[src/hw/rtl/pcc_pkg.sv]
// ----------------------------------------------------------------------------
// pcc_pkg
// Shared types, register codes and helpers of the patch classifier.
// ----------------------------------------------------------------------------
`timescale 1ns / 1ps
`default_nettype none

package pcc_pkg;

	localparam int CONF_FRAC_BITS = 10;
	localparam int Q_OUT_W        = CONF_FRAC_BITS + 1;
	localparam int QUOT_W         = CONF_FRAC_BITS;
	// 2 * margin * same is 17 bits, then the fraction shift
	localparam int DIV_NUM_W      = 17 + CONF_FRAC_BITS;
	// band2 * expected stays below 2^15
	localparam int DIV_DEN_W      = 15;
	localparam int MIN_BORDER_MARGIN = 12;
	localparam int BAND2_LOW      = 64;
	localparam int BAND2_HIGH     = 144;

	localparam logic [Q_OUT_W-1:0] Q_ONE = Q_OUT_W'(1) << CONF_FRAC_BITS;

	localparam logic [1:0] CLASS_DRIVABLE   = 2'd0;
	localparam logic [1:0] CLASS_BACKGROUND = 2'd1;
	localparam logic [1:0] CLASS_UNKNOWN    = 2'd2;
	localparam logic [1:0] CLASS_INVALID    = 2'd3;

	typedef enum logic [2:0] {
		REG_THRESHOLD     = 3'd0,
		REG_PATCH_RADIUS  = 3'd1,
		REG_FRAME_WIDTH   = 3'd2,
		REG_FRAME_HEIGHT  = 3'd3,
		REG_BORDER_EXTRA  = 3'd4,
		REG_UNKNOWN_MIN   = 3'd5,
		REG_DRIVABLE_MIN  = 3'd6
	} cfg_reg_t;

	typedef struct packed {
		logic [7:0]  threshold;
		logic [2:0]  patch_radius;
		logic [11:0] frame_width;
		logic [11:0] frame_height;
		logic [7:0]  border_margin_extra;
		logic [10:0] unknown_conf_min;
		logic [10:0] drivable_conf_min;
	} cfg_t;

	// One finished patch, handed from the front to the back
	typedef struct packed {
		logic       invalid;
		logic       bright;
		logic       border;
		logic [7:0] run_min;
		logic [7:0] run_max;
		logic [7:0] count;
		logic [7:0] same;
		logic [7:0] margin;
	} job_t;

	// (2r+1)^2
	function automatic logic [7:0] expected_count(input logic [2:0] r);
		logic [7:0] side;
		side = {4'd0, r, 1'b1};
		return side * side;
	endfunction

	// clamp(min(max(1,t), max(1,255-t)), 64, 144)
	function automatic logic [7:0] band2(input logic [7:0] t);
		logic [7:0] lo;
		logic [7:0] hi;
		logic [7:0] b;
		lo = (t < 8'd1) ? 8'd1 : t;
		hi = ((8'd255 - t) < 8'd1) ? 8'd1 : (8'd255 - t);
		b  = (lo < hi) ? lo : hi;
		if (b < 8'(BAND2_LOW))
			b = 8'(BAND2_LOW);
		if (b > 8'(BAND2_HIGH))
			b = 8'(BAND2_HIGH);
		return b;
	endfunction

endpackage

`default_nettype wire

[src/hw/rtl/pcc_front.sv]
// ----------------------------------------------------------------------------
// pcc_front
// Accepts patch pixels one per cycle while accept is high, keeps the running statistics and
// emits one job per patch on the last pixel.
// ----------------------------------------------------------------------------
`timescale 1ns / 1ps
`default_nettype none

module pcc_front (
	input  logic               clk,
	input  logic               arst_n,
	input  pcc_pkg::cfg_t      cfg,
	input  logic               accept,
	input  logic [7:0]         pixel,
	input  logic               pixel_inside,
	input  logic               first_of_patch,
	input  logic               last_of_patch,
	input  logic [7:0]         center_pixel,
	input  logic signed [11:0] ctr_row,
	input  logic signed [11:0] ctr_col,
	input  logic               projection_ok,
	output logic               job_push,
	output pcc_pkg::job_t      job
);
	import pcc_pkg::*;

	logic [7:0] center_value_q;
	logic       center_bright_q;
	logic       invalid_q;
	logic       border_q;
	logic [7:0] run_min_q;
	logic [7:0] run_max_q;
	logic [7:0] count_q;
	logic [7:0] same_q;

	logic [7:0] center_n;
	logic       bright_n;
	logic       invalid_n;
	logic       border_n;
	logic [7:0] min_n;
	logic [7:0] max_n;
	logic [7:0] count_n;
	logic [7:0] same_n;

	logic              in_frame;
	logic [8:0]        margin_u;
	logic signed [13:0] row_x;
	logic signed [13:0] col_x;
	logic signed [13:0] m_x;
	logic signed [13:0] h_lim;
	logic signed [13:0] w_lim;
	logic              border_new;

	always_comb begin
		row_x    = 14'(ctr_row);
		col_x    = 14'(ctr_col);
		margin_u = 9'((cfg.border_margin_extra > 8'(MIN_BORDER_MARGIN)) ?
			cfg.border_margin_extra : 8'(MIN_BORDER_MARGIN)) + 9'(cfg.patch_radius);
		m_x      = $signed({5'd0, margin_u});
		h_lim    = $signed({2'd0, cfg.frame_height}) - 14'sd1 - m_x;
		w_lim    = $signed({2'd0, cfg.frame_width}) - 14'sd1 - m_x;
		in_frame = !ctr_row[11] && !ctr_col[11] &&
			({1'b0, ctr_row[10:0]} < cfg.frame_height) &&
			({1'b0, ctr_col[10:0]} < cfg.frame_width);
		border_new = (row_x <= m_x) || (col_x <= m_x) ||
			(row_x >= h_lim) || (col_x >= w_lim);
	end

	// restart on the first pixel, then fold in this pixel
	always_comb begin
		if (first_of_patch) begin
			center_n  = center_pixel;
			bright_n  = center_pixel > cfg.threshold;
			invalid_n = !projection_ok || !in_frame;
			border_n  = border_new;
			min_n     = 8'd255;
			max_n     = 8'd0;
			count_n   = 8'd0;
			same_n    = 8'd0;
		end else begin
			center_n  = center_value_q;
			bright_n  = center_bright_q;
			invalid_n = invalid_q;
			border_n  = border_q;
			min_n     = run_min_q;
			max_n     = run_max_q;
			count_n   = count_q;
			same_n    = same_q;
		end
		if (pixel_inside) begin
			if (pixel < min_n)
				min_n = pixel;
			if (pixel > max_n)
				max_n = pixel;
			if (count_n != 8'd255)
				count_n = count_n + 8'd1;
			if (((pixel > cfg.threshold) == bright_n) && (same_n != 8'd255))
				same_n = same_n + 8'd1;
		end
	end

	always_ff @(posedge clk or negedge arst_n) begin
		if (!arst_n) begin
			center_value_q  <= 8'd0;
			center_bright_q <= 1'b0;
			invalid_q       <= 1'b0;
			border_q        <= 1'b0;
			run_min_q       <= 8'd255;
			run_max_q       <= 8'd0;
			count_q         <= 8'd0;
			same_q          <= 8'd0;
		end else if (accept) begin
			center_value_q  <= center_n;
			center_bright_q <= bright_n;
			invalid_q       <= invalid_n;
			border_q        <= border_n;
			run_min_q       <= min_n;
			run_max_q       <= max_n;
			count_q         <= count_n;
			same_q          <= same_n;
		end
	end

	always_comb begin
		job_push    = accept && last_of_patch;
		job.invalid = invalid_n || (count_n == 8'd0);
		job.bright  = bright_n;
		job.border  = border_n;
		job.run_min = min_n;
		job.run_max = max_n;
		job.count   = count_n;
		job.same    = same_n;
		job.margin  = (center_n > cfg.threshold) ? (center_n - cfg.threshold)
			: (cfg.threshold - center_n);
	end

endmodule

`default_nettype wire

[src/hw/rtl/pcc_queue.sv]
// ----------------------------------------------------------------------------
// pcc_queue
// Two-entry job queue between the front and the back.
// ----------------------------------------------------------------------------
`timescale 1ns / 1ps
`default_nettype none

module pcc_queue (
	input  logic          clk,
	input  logic          arst_n,
	input  logic          push,
	input  pcc_pkg::job_t push_job,
	input  logic          pop,
	output pcc_pkg::job_t head_job,
	output logic          full,
	output logic          empty
);
	import pcc_pkg::*;

	job_t       entries_q [2];
	logic       wr_ptr_q;
	logic       rd_ptr_q;
	logic [1:0] cnt_q;

	assign full     = (cnt_q == 2'd2);
	assign empty    = (cnt_q == 2'd0);
	assign head_job = entries_q[rd_ptr_q];

	always_ff @(posedge clk) begin
		if (push)
			entries_q[wr_ptr_q] <= push_job;
	end

	always_ff @(posedge clk or negedge arst_n) begin
		if (!arst_n) begin
			wr_ptr_q <= 1'b0;
			rd_ptr_q <= 1'b0;
			cnt_q    <= 2'd0;
		end else begin
			if (push)
				wr_ptr_q <= !wr_ptr_q;
			if (pop)
				rd_ptr_q <= !rd_ptr_q;
			if (push && !pop)
				cnt_q <= cnt_q + 2'd1;
			else if (pop && !push)
				cnt_q <= cnt_q - 2'd1;
		end
	end

	assert property (@(posedge clk) disable iff (!arst_n) !(push && full))
		else $error("job pushed into a full queue");
	assert property (@(posedge clk) disable iff (!arst_n) !(pop && empty))
		else $error("job popped from an empty queue");
	assert property (@(posedge clk) disable iff (!arst_n) cnt_q != 2'd3)
		else $error("queue fill count out of range");
	assert property (@(posedge clk) disable iff (!arst_n)
		(push && !pop && empty) |=> (cnt_q == 2'd1))
		else $error("queue fill count lost a push");

endmodule

`default_nettype wire

[src/hw/rtl/pcc_div.sv]
// ----------------------------------------------------------------------------
// pcc_div
// Restoring divider, one quotient bit per cycle. The caller guarantees
// num < den << QUOT_W, so the quotient fits in QUOT_W bits.
// ----------------------------------------------------------------------------
`timescale 1ns / 1ps
`default_nettype none

module pcc_div (
	input  logic                            clk,
	input  logic                            arst_n,
	input  logic                            start,
	input  logic [pcc_pkg::DIV_NUM_W-1:0]   num,
	input  logic [pcc_pkg::DIV_DEN_W-1:0]   den,
	output logic                            done,
	output logic [pcc_pkg::QUOT_W-1:0]      quot
);
	import pcc_pkg::*;

	localparam int CNT_W = $clog2(QUOT_W);

	logic [DIV_NUM_W-1:0] rem_q;
	logic [DIV_NUM_W-1:0] dsh_q;
	logic [QUOT_W-1:0]    quot_q;
	logic [CNT_W-1:0]     cnt_q;
	logic                 busy_q;
	logic                 done_q;
	logic                 take;

	assign take = (rem_q >= dsh_q);
	assign done = done_q;
	assign quot = quot_q;

	always_ff @(posedge clk) begin
		if (start) begin
			rem_q <= num;
			dsh_q <= DIV_NUM_W'(den) << (QUOT_W - 1);
		end else if (busy_q) begin
			if (take)
				rem_q <= rem_q - dsh_q;
			dsh_q  <= dsh_q >> 1;
			quot_q <= {quot_q[QUOT_W-2:0], take};
		end
	end

	always_ff @(posedge clk or negedge arst_n) begin
		if (!arst_n) begin
			busy_q <= 1'b0;
			done_q <= 1'b0;
			cnt_q  <= '0;
		end else if (start) begin
			busy_q <= 1'b1;
			done_q <= 1'b0;
			cnt_q  <= CNT_W'(QUOT_W - 1);
		end else begin
			done_q <= busy_q && (cnt_q == '0);
			if (busy_q) begin
				if (cnt_q == '0)
					busy_q <= 1'b0;
				else
					cnt_q <= cnt_q - CNT_W'(1);
			end
		end
	end

endmodule

`default_nettype wire

[src/hw/rtl/pcc_back.sv]
// ----------------------------------------------------------------------------
// pcc_back
// Takes finished jobs, works out purity and confidence on a shared divider,
// classifies and holds the result for the output channel.
// ----------------------------------------------------------------------------
`timescale 1ns / 1ps
`default_nettype none

module pcc_back (
	input  logic                          clk,
	input  logic                          arst_n,
	input  pcc_pkg::cfg_t                 cfg,
	input  logic                          job_ready,
	input  pcc_pkg::job_t                 head_job,
	output logic                          job_pop,
	output logic                          out_valid,
	input  logic                          out_stall,
	output logic [1:0]                    patch_class,
	output logic [7:0]                    patch_min,
	output logic [7:0]                    patch_max,
	output logic [pcc_pkg::Q_OUT_W-1:0]   purity,
	output logic [pcc_pkg::Q_OUT_W-1:0]   confidence,
	output logic                          near_border,
	output logic                          projection_valid
);
	import pcc_pkg::*;

	typedef enum logic [4:0] {
		S_IDLE = 5'b00001,
		S_MUL  = 5'b00010,
		S_PUR  = 5'b00100,
		S_CONF = 5'b01000,
		S_FIN  = 5'b10000
	} back_state_t;

	back_state_t state_q;
	job_t        job_q;
	logic [15:0] mprod_s1;
	logic [DIV_DEN_W-1:0] dprod_s1;
	logic [Q_OUT_W-1:0]   pur_q;
	logic [Q_OUT_W-1:0]   conf_q;

	logic                 div_start;
	logic [DIV_NUM_W-1:0] div_num;
	logic [DIV_DEN_W-1:0] div_den;
	logic                 div_done;
	logic [QUOT_W-1:0]    div_quot;
	logic [DIV_NUM_W-1:0] conf_num;
	logic                 conf_sat;
	logic                 out_free;
	logic [1:0]           cls;

	pcc_div u_div (
		.clk    (clk),
		.arst_n (arst_n),
		.start  (div_start),
		.num    (div_num),
		.den    (div_den),
		.done   (div_done),
		.quot   (div_quot)
	);

	assign out_free = !out_valid || !out_stall;
	assign job_pop  = (state_q == S_IDLE) && job_ready;
	assign conf_num = {mprod_s1, 1'b0, CONF_FRAC_BITS'(0)};
	assign conf_sat = conf_num >= (DIV_NUM_W'(dprod_s1) << CONF_FRAC_BITS);

	always_comb begin
		div_start = 1'b0;
		div_num   = conf_num;
		div_den   = dprod_s1;
		if (state_q == S_MUL) begin
			div_start = !job_q.invalid;
			div_num   = DIV_NUM_W'({job_q.same, CONF_FRAC_BITS'(0)});
			div_den   = DIV_DEN_W'(job_q.count);
		end else if (state_q == S_PUR) begin
			div_start = div_done;
		end
	end

	always_comb begin
		if (conf_q < cfg.unknown_conf_min)
			cls = CLASS_UNKNOWN;
		else if (job_q.bright)
			cls = (conf_q >= cfg.drivable_conf_min) ? CLASS_DRIVABLE : CLASS_UNKNOWN;
		else
			cls = CLASS_BACKGROUND;
	end

	always_ff @(posedge clk) begin
		if (job_pop)
			job_q <= head_job;
		if (state_q == S_MUL) begin
			mprod_s1 <= 16'(job_q.margin) * 16'(job_q.same);
			dprod_s1 <= DIV_DEN_W'(band2(cfg.threshold)) *
				DIV_DEN_W'(expected_count(cfg.patch_radius));
		end
		if ((state_q == S_PUR) && div_done) begin
			// same == count is exactly one
			pur_q <= (job_q.same == job_q.count) ? Q_ONE : Q_OUT_W'(div_quot);
			conf_q <= conf_sat ? Q_ONE : Q_OUT_W'(0);
		end
		if ((state_q == S_CONF) && div_done && (conf_q != Q_ONE))
			conf_q <= Q_OUT_W'(div_quot);
	end

	always_ff @(posedge clk or negedge arst_n) begin
		if (!arst_n) begin
			state_q <= S_IDLE;
		end else begin
			unique case (state_q)
				S_IDLE: begin
					if (job_ready)
						state_q <= S_MUL;
				end
				S_MUL: begin
					state_q <= job_q.invalid ? S_FIN : S_PUR;
				end
				S_PUR: begin
					if (div_done)
						state_q <= S_CONF;
				end
				S_CONF: begin
					if (div_done)
						state_q <= S_FIN;
				end
				S_FIN: begin
					if (out_free)
						state_q <= S_IDLE;
				end
				default: state_q <= S_IDLE;
			endcase
		end
	end

	// result register
	always_ff @(posedge clk or negedge arst_n) begin
		if (!arst_n) begin
			out_valid <= 1'b0;
		end else if ((state_q == S_FIN) && out_free) begin
			out_valid <= 1'b1;
		end else if (!out_stall) begin
			out_valid <= 1'b0;
		end
	end

	always_ff @(posedge clk) begin
		if ((state_q == S_FIN) && out_free) begin
			if (job_q.invalid) begin
				patch_class      <= CLASS_INVALID;
				patch_min        <= 8'd0;
				patch_max        <= 8'd0;
				purity           <= '0;
				confidence       <= '0;
				near_border      <= 1'b0;
				projection_valid <= 1'b0;
			end else begin
				patch_class      <= cls;
				patch_min        <= job_q.run_min;
				patch_max        <= job_q.run_max;
				purity           <= pur_q;
				confidence       <= conf_q;
				near_border      <= job_q.border;
				projection_valid <= 1'b1;
			end
		end
	end

	assert property (@(posedge clk) disable iff (!arst_n)
		(out_valid && out_stall) |=> out_valid)
		else $error("stalled result dropped");
	assert property (@(posedge clk) disable iff (!arst_n)
		div_start |-> (state_q == S_MUL || state_q == S_PUR))
		else $error("divider started outside a division step");
	assert property (@(posedge clk) disable iff (!arst_n)
		job_pop |=> (state_q == S_MUL))
		else $error("popped job not taken up");

endmodule

`default_nettype wire

[src/hw/rtl/patch_threshold_confidence_classifier.sv]
// ----------------------------------------------------------------------------
// patch_threshold_confidence_classifier
// Grades a square grey patch against a threshold: min, max, purity,
// confidence, border flag and class, one result per patch.
// Front takes one pixel per cycle while not stalled; stall rises only when the job queue holds two.
// Back runs two 10-step divisions on a valid patch (PUR, CONF), none on an invalid one.
// A job goes IDLE, MUL, PUR, CONF, FIN (MUL to FIN if invalid); FIN loads the result.
// Reset clears the statistics, config to defaults, queue and result valid.
// ----------------------------------------------------------------------------
`timescale 1ns / 1ps
`default_nettype none

module patch_threshold_confidence_classifier (
	input  logic               clk,
	input  logic               arst_n,
	input  logic               cfg_valid,
	output logic               cfg_ready,
	input  logic [2:0]         cfg_index,
	input  logic [11:0]        cfg_data,
	input  logic               in_valid,
	output logic               in_stall,
	input  logic [7:0]         pixel,
	input  logic               pixel_inside,
	input  logic               first_of_patch,
	input  logic               last_of_patch,
	input  logic [7:0]         center_pixel,
	input  logic signed [11:0] ctr_row,
	input  logic signed [11:0] ctr_col,
	input  logic               projection_ok,
	output logic               out_valid,
	input  logic               out_stall,
	output logic [1:0]         patch_class,
	output logic [7:0]         patch_min,
	output logic [7:0]         patch_max,
	output logic [10:0]        purity,
	output logic [10:0]        confidence,
	output logic               near_border,
	output logic               projection_valid
);
	import pcc_pkg::*;

	cfg_t cfg_q;
	job_t push_job;
	job_t head_job;
	logic job_push;
	logic job_pop;
	logic q_full;
	logic q_empty;
	logic accept;

	assign cfg_ready = 1'b1;
	assign in_stall  = q_full;
	assign accept    = in_valid && !in_stall;

	always_ff @(posedge clk or negedge arst_n) begin
		if (!arst_n) begin
			cfg_q.threshold           <= 8'd128;
			cfg_q.patch_radius        <= 3'd1;
			cfg_q.frame_width         <= 12'd320;
			cfg_q.frame_height        <= 12'd240;
			cfg_q.border_margin_extra <= 8'd0;
			cfg_q.unknown_conf_min    <= 11'd256;
			cfg_q.drivable_conf_min   <= 11'd512;
		end else if (cfg_valid && cfg_ready) begin
			unique case (cfg_reg_t'(cfg_index))
				REG_THRESHOLD:    cfg_q.threshold           <= cfg_data[7:0];
				REG_PATCH_RADIUS: cfg_q.patch_radius        <= cfg_data[2:0];
				REG_FRAME_WIDTH:  cfg_q.frame_width         <= cfg_data;
				REG_FRAME_HEIGHT: cfg_q.frame_height        <= cfg_data;
				REG_BORDER_EXTRA: cfg_q.border_margin_extra <= cfg_data[7:0];
				REG_UNKNOWN_MIN:  cfg_q.unknown_conf_min    <= cfg_data[10:0];
				REG_DRIVABLE_MIN: cfg_q.drivable_conf_min   <= cfg_data[10:0];
				default: ;
			endcase
		end
	end

	pcc_front u_front (
		.clk            (clk),
		.arst_n         (arst_n),
		.cfg            (cfg_q),
		.accept         (accept),
		.pixel          (pixel),
		.pixel_inside   (pixel_inside),
		.first_of_patch (first_of_patch),
		.last_of_patch  (last_of_patch),
		.center_pixel   (center_pixel),
		.ctr_row        (ctr_row),
		.ctr_col        (ctr_col),
		.projection_ok  (projection_ok),
		.job_push       (job_push),
		.job            (push_job)
	);

	pcc_queue u_queue (
		.clk      (clk),
		.arst_n   (arst_n),
		.push     (job_push),
		.push_job (push_job),
		.pop      (job_pop),
		.head_job (head_job),
		.full     (q_full),
		.empty    (q_empty)
	);

	pcc_back u_back (
		.clk              (clk),
		.arst_n           (arst_n),
		.cfg              (cfg_q),
		.job_ready        (!q_empty),
		.head_job         (head_job),
		.job_pop          (job_pop),
		.out_valid        (out_valid),
		.out_stall        (out_stall),
		.patch_class      (patch_class),
		.patch_min        (patch_min),
		.patch_max        (patch_max),
		.purity           (purity),
		.confidence       (confidence),
		.near_border      (near_border),
		.projection_valid (projection_valid)
	);

endmodule

`default_nettype wire

[config.mk]
export PLATFORM = sky130hd
export DESIGN_NAME = patch_threshold_confidence_classifier
export DESIGN_NICKNAME = d
export VERILOG_FILES = /design/src/hw/rtl/pcc_pkg.sv /design/src/hw/rtl/pcc_front.sv /design/src/hw/rtl/pcc_queue.sv /design/src/hw/rtl/pcc_div.sv /design/src/hw/rtl/pcc_back.sv /design/src/hw/rtl/patch_threshold_confidence_classifier.sv
export SDC_FILE = /design/constraint.sdc
export NUM_CORES = 1
export LEC_CHECK = 0
export ABC_CLOCK_PERIOD_IN_PS = 14040
export BUFFER_PORTS_ARGS = -buffer_cell sky130_fd_sc_hd__buf_2
export CORE_MARGIN = 5
export CORE_UTILIZATION = 35
export DETAILED_ROUTE_END_ITERATION = 8
export PLACE_DENSITY = 0.57
export SYNTH_ARGS = -nofsm -noshare
export SYNTH_HDL_FRONTEND = slang
export SYNTH_SLANG_ARGS = --single-unit
[constraint.sdc]
create_clock -name clk -period 14.04 [get_ports clk]
set_clock_uncertainty 0.15 [all_clocks]
set_input_delay 2.808 -clock clk [delete_from_list [all_inputs] [get_ports clk]]
set_output_delay 2.808 -clock clk [all_outputs]
set_load 0.05 [all_outputs]
==> key figures <==
Critical path
  – Worst reg-to-reg setup slack: 7.28 ns
  – Worst path bufs/invs: 2
  – Levels on crit path: 24
  – Critical path startpoint category: flip-flop
  – Arr. time, crit path: 6.97 ns
  – CP Capture Type: flip-flop
  – Slowest stage delay, CP: 0.54 ns
  – Crit-path cells: inv_1, nor2_1, ha_1, xnor2_1, ha_1, ha_1, a21o_1, a21oi_1, xnor2_1, nand2_1, fa_1, fa_1, inv_1, fa_1, fa_1, ha_1, o21ai_0, a21boi_0, o21ai_0, nand2b_1, a31o_2, a21o_1, a21oi_1, xnor2_1
  – Critical-path top delay cell: fa_1
  – Worst Setup Path Type: flip-flop to flip-flop
  – Worst reg2reg path depth: 24
  – WP data required: 14.24 ns
  – CP max FO: 8
  – CP top delay family: adder cells

Synth
  – Synth unique cells: 83
  – Synthesized area per cell: 10.8 um2
  – Mapped cell area: 26400 um2
  – Warnings, synthesis: 0
  – Sequential-to-total area share from yosys stat: 43.8%
  – Ys flop type: edfxtp_1
  – Yosys reg bits: 409
  – Post-Syn Instances: 2450
  – EDFF count, synth: 275
  – Ys async rst share: 30.3%

Final layout
  – Fin cells: 3564
  – Ant diodes: 0
  – Final net count: 2974
  – Layout cell share with drive strength beyond 1: 13.1%
  – Area grow syn2layout: 12.4%

Pwr
  – Comb pwr share: 56.6%
  – Clk pwr share: 15.7%
  – Cell-internal power: 4.75 mW
  – Maximum vdd drop: 0.000253 V
  – Register share of total power: 27.7%
  – Switching Share: 42.8%
  – P per Cell Area: 280 nW/um2
  – P_leak: 12.7 nW
  – NetSw: 3.55 mW

Floorplan
  – DIE AREA: 81100 um2
  – Core box area: 74700 um2
  – Top Ports: 109
  – Initial core utilization: 35.4%
  – Placement row count: 100
  – Die Height: 285 um
  – Die width: 285 um

STA
  – TNS Setup: 0 ns
  – Final worst-path cycle share: 48.2%
  – Final setup viols: 0
  – FMAX: 148 MHz
  – RSZ-0062 raised after global routing: no
  – Slew headroom: 16.0%
  – Fin. Hold Viols: 0
  – Max-slew violations: 0
  – Post-layout minimum cycle time: 6.76 ns
  – Worst Tran Pin Value: 1.25 ns

Worst hold path
  – Hold Path Cell Cnt: 2
  – Worst min path class: flip-flop to flip-flop

Clocking
  – Clock sink count: 409
  – CTS Hold Buffers Added: 0
  – Clock Path Buffers: 3
  – Worst skew pair latency: 0.60 ns
  – CTS tree: yes
  – Clock Tree Root: clkbuf_16
  – Post-cts sizing count: 0
  – Post-CTS Setup Bufs: 0
  – Worst-path clk slew: 0.06 ns
  – H-tree lvl count: 2
  – CTS buffer count: 48

Detailed routing
  – Via count: 18200
  – Via/cell ratio: 5.11
  – Iteration-0 DRC Markers: 1217
  – DRT Wirelength: 65.7 mm
  – DR WL/cell: 18.4 um
  – Antenna-violating nets left: 0
  – DRC Markers: 0
  – Drt pass-1 iters: 5

Outcome
  – Status: complete, no violations

GRT
  – GRT Util Overall: 16.1%
  – Largest net degree at the start of global routing: 71
  – Vias in the first global route: 19100
  – Initial antenna violation count: 1
  – Global-route wire length before repair: 105 mm
  – Grt total ovfl: 0

Placement
  – Detailed placement HPWL: 49.3 mm
  – IO buf count: 107
  – Routability cong.: 0.857
  – Placed Instances: 3475

Run
  – Max Cap Viol: 0
==> worst min-delay path, cell delays in order, from the launching register on <==
cell and delay (ns):
dfrtp_1 0.34, nand2_1 0.05, o21ai_0 0.07
==> per-layer routing <==
| layer | share of wire (%) | up-vias | GRT usage [%] |
|---|---|---|---|
| met5 | 0 | - | 0 |
| met4 | 3.0 | 0 | 4.80 |
| met3 | 4.2 | 125 | 2.74 |
| met2 | 47 | 367 | 27.1 |
| met1 | 46 | 8893 | 21.3 |
| li1 | - | 8810 | - |
==> flip-flops by register name, indices dropped and copies added, names as in the netlist, 15 cells and up <==
| name | cells |
|---|---|
| u_back.u_div.dsh_q | 24 |
| u_queue.entries_q | 86 |
| cfg_q | 65 |
| u_back.u_div.rem_q | 27 |
| u_back.job_q | 43 |
| u_back.dprod_s1 | 15 |
| u_back.mprod_s1 | 16 |
==> through the flow <==
step / hold slack, ns / cell area (um2) / setup WS, ns / total power, mW / util [%]
after global routing: 0.356 / 29700 / 6.77 / 9.13 / 39.8
after floorplan: 0.282 / 26500 / 7.57 / 5.82 / -
after CTS: 0.341 / 29700 / 7.26 / 8.43 / 39.8
final: 0.340 / 29700 / 7.28 / 8.31 / 39.8
after detailed placement: 0.327 / 28000 / 7.26 / 7.06 / 37.5
after global placement: 0.319 / 28000 / 7.41 / 6.95 / 37.5
==> cells in the mapped netlist (all sizes together) (71+ instances only) <==
cell / count / area [um2]
and2: 84 / 526
nor2b: 80 / 500
nand2: 223 / 837
o21ai: 125 / 641
ha: 283 / 3540
edfxtp: 275 / 8260
fa: 71 / 1420
nor2: 139 / 522
dfrtp: 105 / 2630
xnor2: 74 / 648
mux2: 94 / 1060
a21oi: 110 / 551
inv: 229 / 860
==> cell type report <==
| class | count | area (um2) |
|---|---|---|
| clock inverters | 23 | 312 |
| well taps | 969 | 1210 |
| repair buffers | 121 | 647 |
| flip-flops and latches | 409 | 11600 |
| inverters | 230 | 863 |
| fillers | 7125 | 45000 |
| clock buffers | 66 | 1360 |
| multi-input cells | 1746 | 13700 |
==> power by group through the flow <==
stage          Sequential [mW]  Clock [mW]  Combinational, mW
2_1_floorplan             2.16           0               3.67
3_3_place_gp              2.31           0               4.64
3_5_place_dp              2.32           0               4.74
4_1_cts                   2.30        1.34               4.78
5_1_grt                   2.34        1.40               5.39
6_report                  2.30        1.30               4.71
==> cells by family after synthesis <==
kind of cell,synth area share [%]
adder cells (fa/ha/maj),18.8
multiplexers,4.99
flip-flops,43.8
AND/OR/NAND/NOR,13.4
XOR/XNOR,4.18
buffers and inverters,4.42
AO/OA/AOI/OAI,10.4
other,0.0284
==> layout by cell type (no fill, tap or decap), types with 74 or more instances in the layout <==
| cell type | synthesis | layout |
|---|---|---|
| ha_1 | 283 | 283 |
| edfxtp_1 | 275 | 275 |
| inv_1 | 229 | 228 |
| nand2_1 | 223 | 223 |
| nor2_1 | 139 | 138 |
| o21ai_0 | 110 | 110 |
| a21oi_1 | 110 | 109 |
| buf_2 | 8 | 106 |
| dfrtp_1 | 105 | 104 |
| mux2_2 | 94 | 94 |
| and2_1 | 84 | 84 |
| nor2b_1 | 80 | 80 |
| xnor2_1 | 74 | 74 |
==> worst paths after layout <==
path | from | to
worst max-delay path | cfg_q[56] | u_back.dprod_s1[14]
worst max register to register | cfg_q[56] | u_back.dprod_s1[14]
max in group asynchronous | arst_n | cfg_q[11]
worst min-delay path | u_front.center_value_q[3] | u_front.center_value_q[3]
worst min register to register | u_front.center_value_q[3] | u_front.center_value_q[3]
min in group asynchronous | arst_n | u_queue.rd_ptr_q
Note: power is estimated with default switching activity, not from simulation.
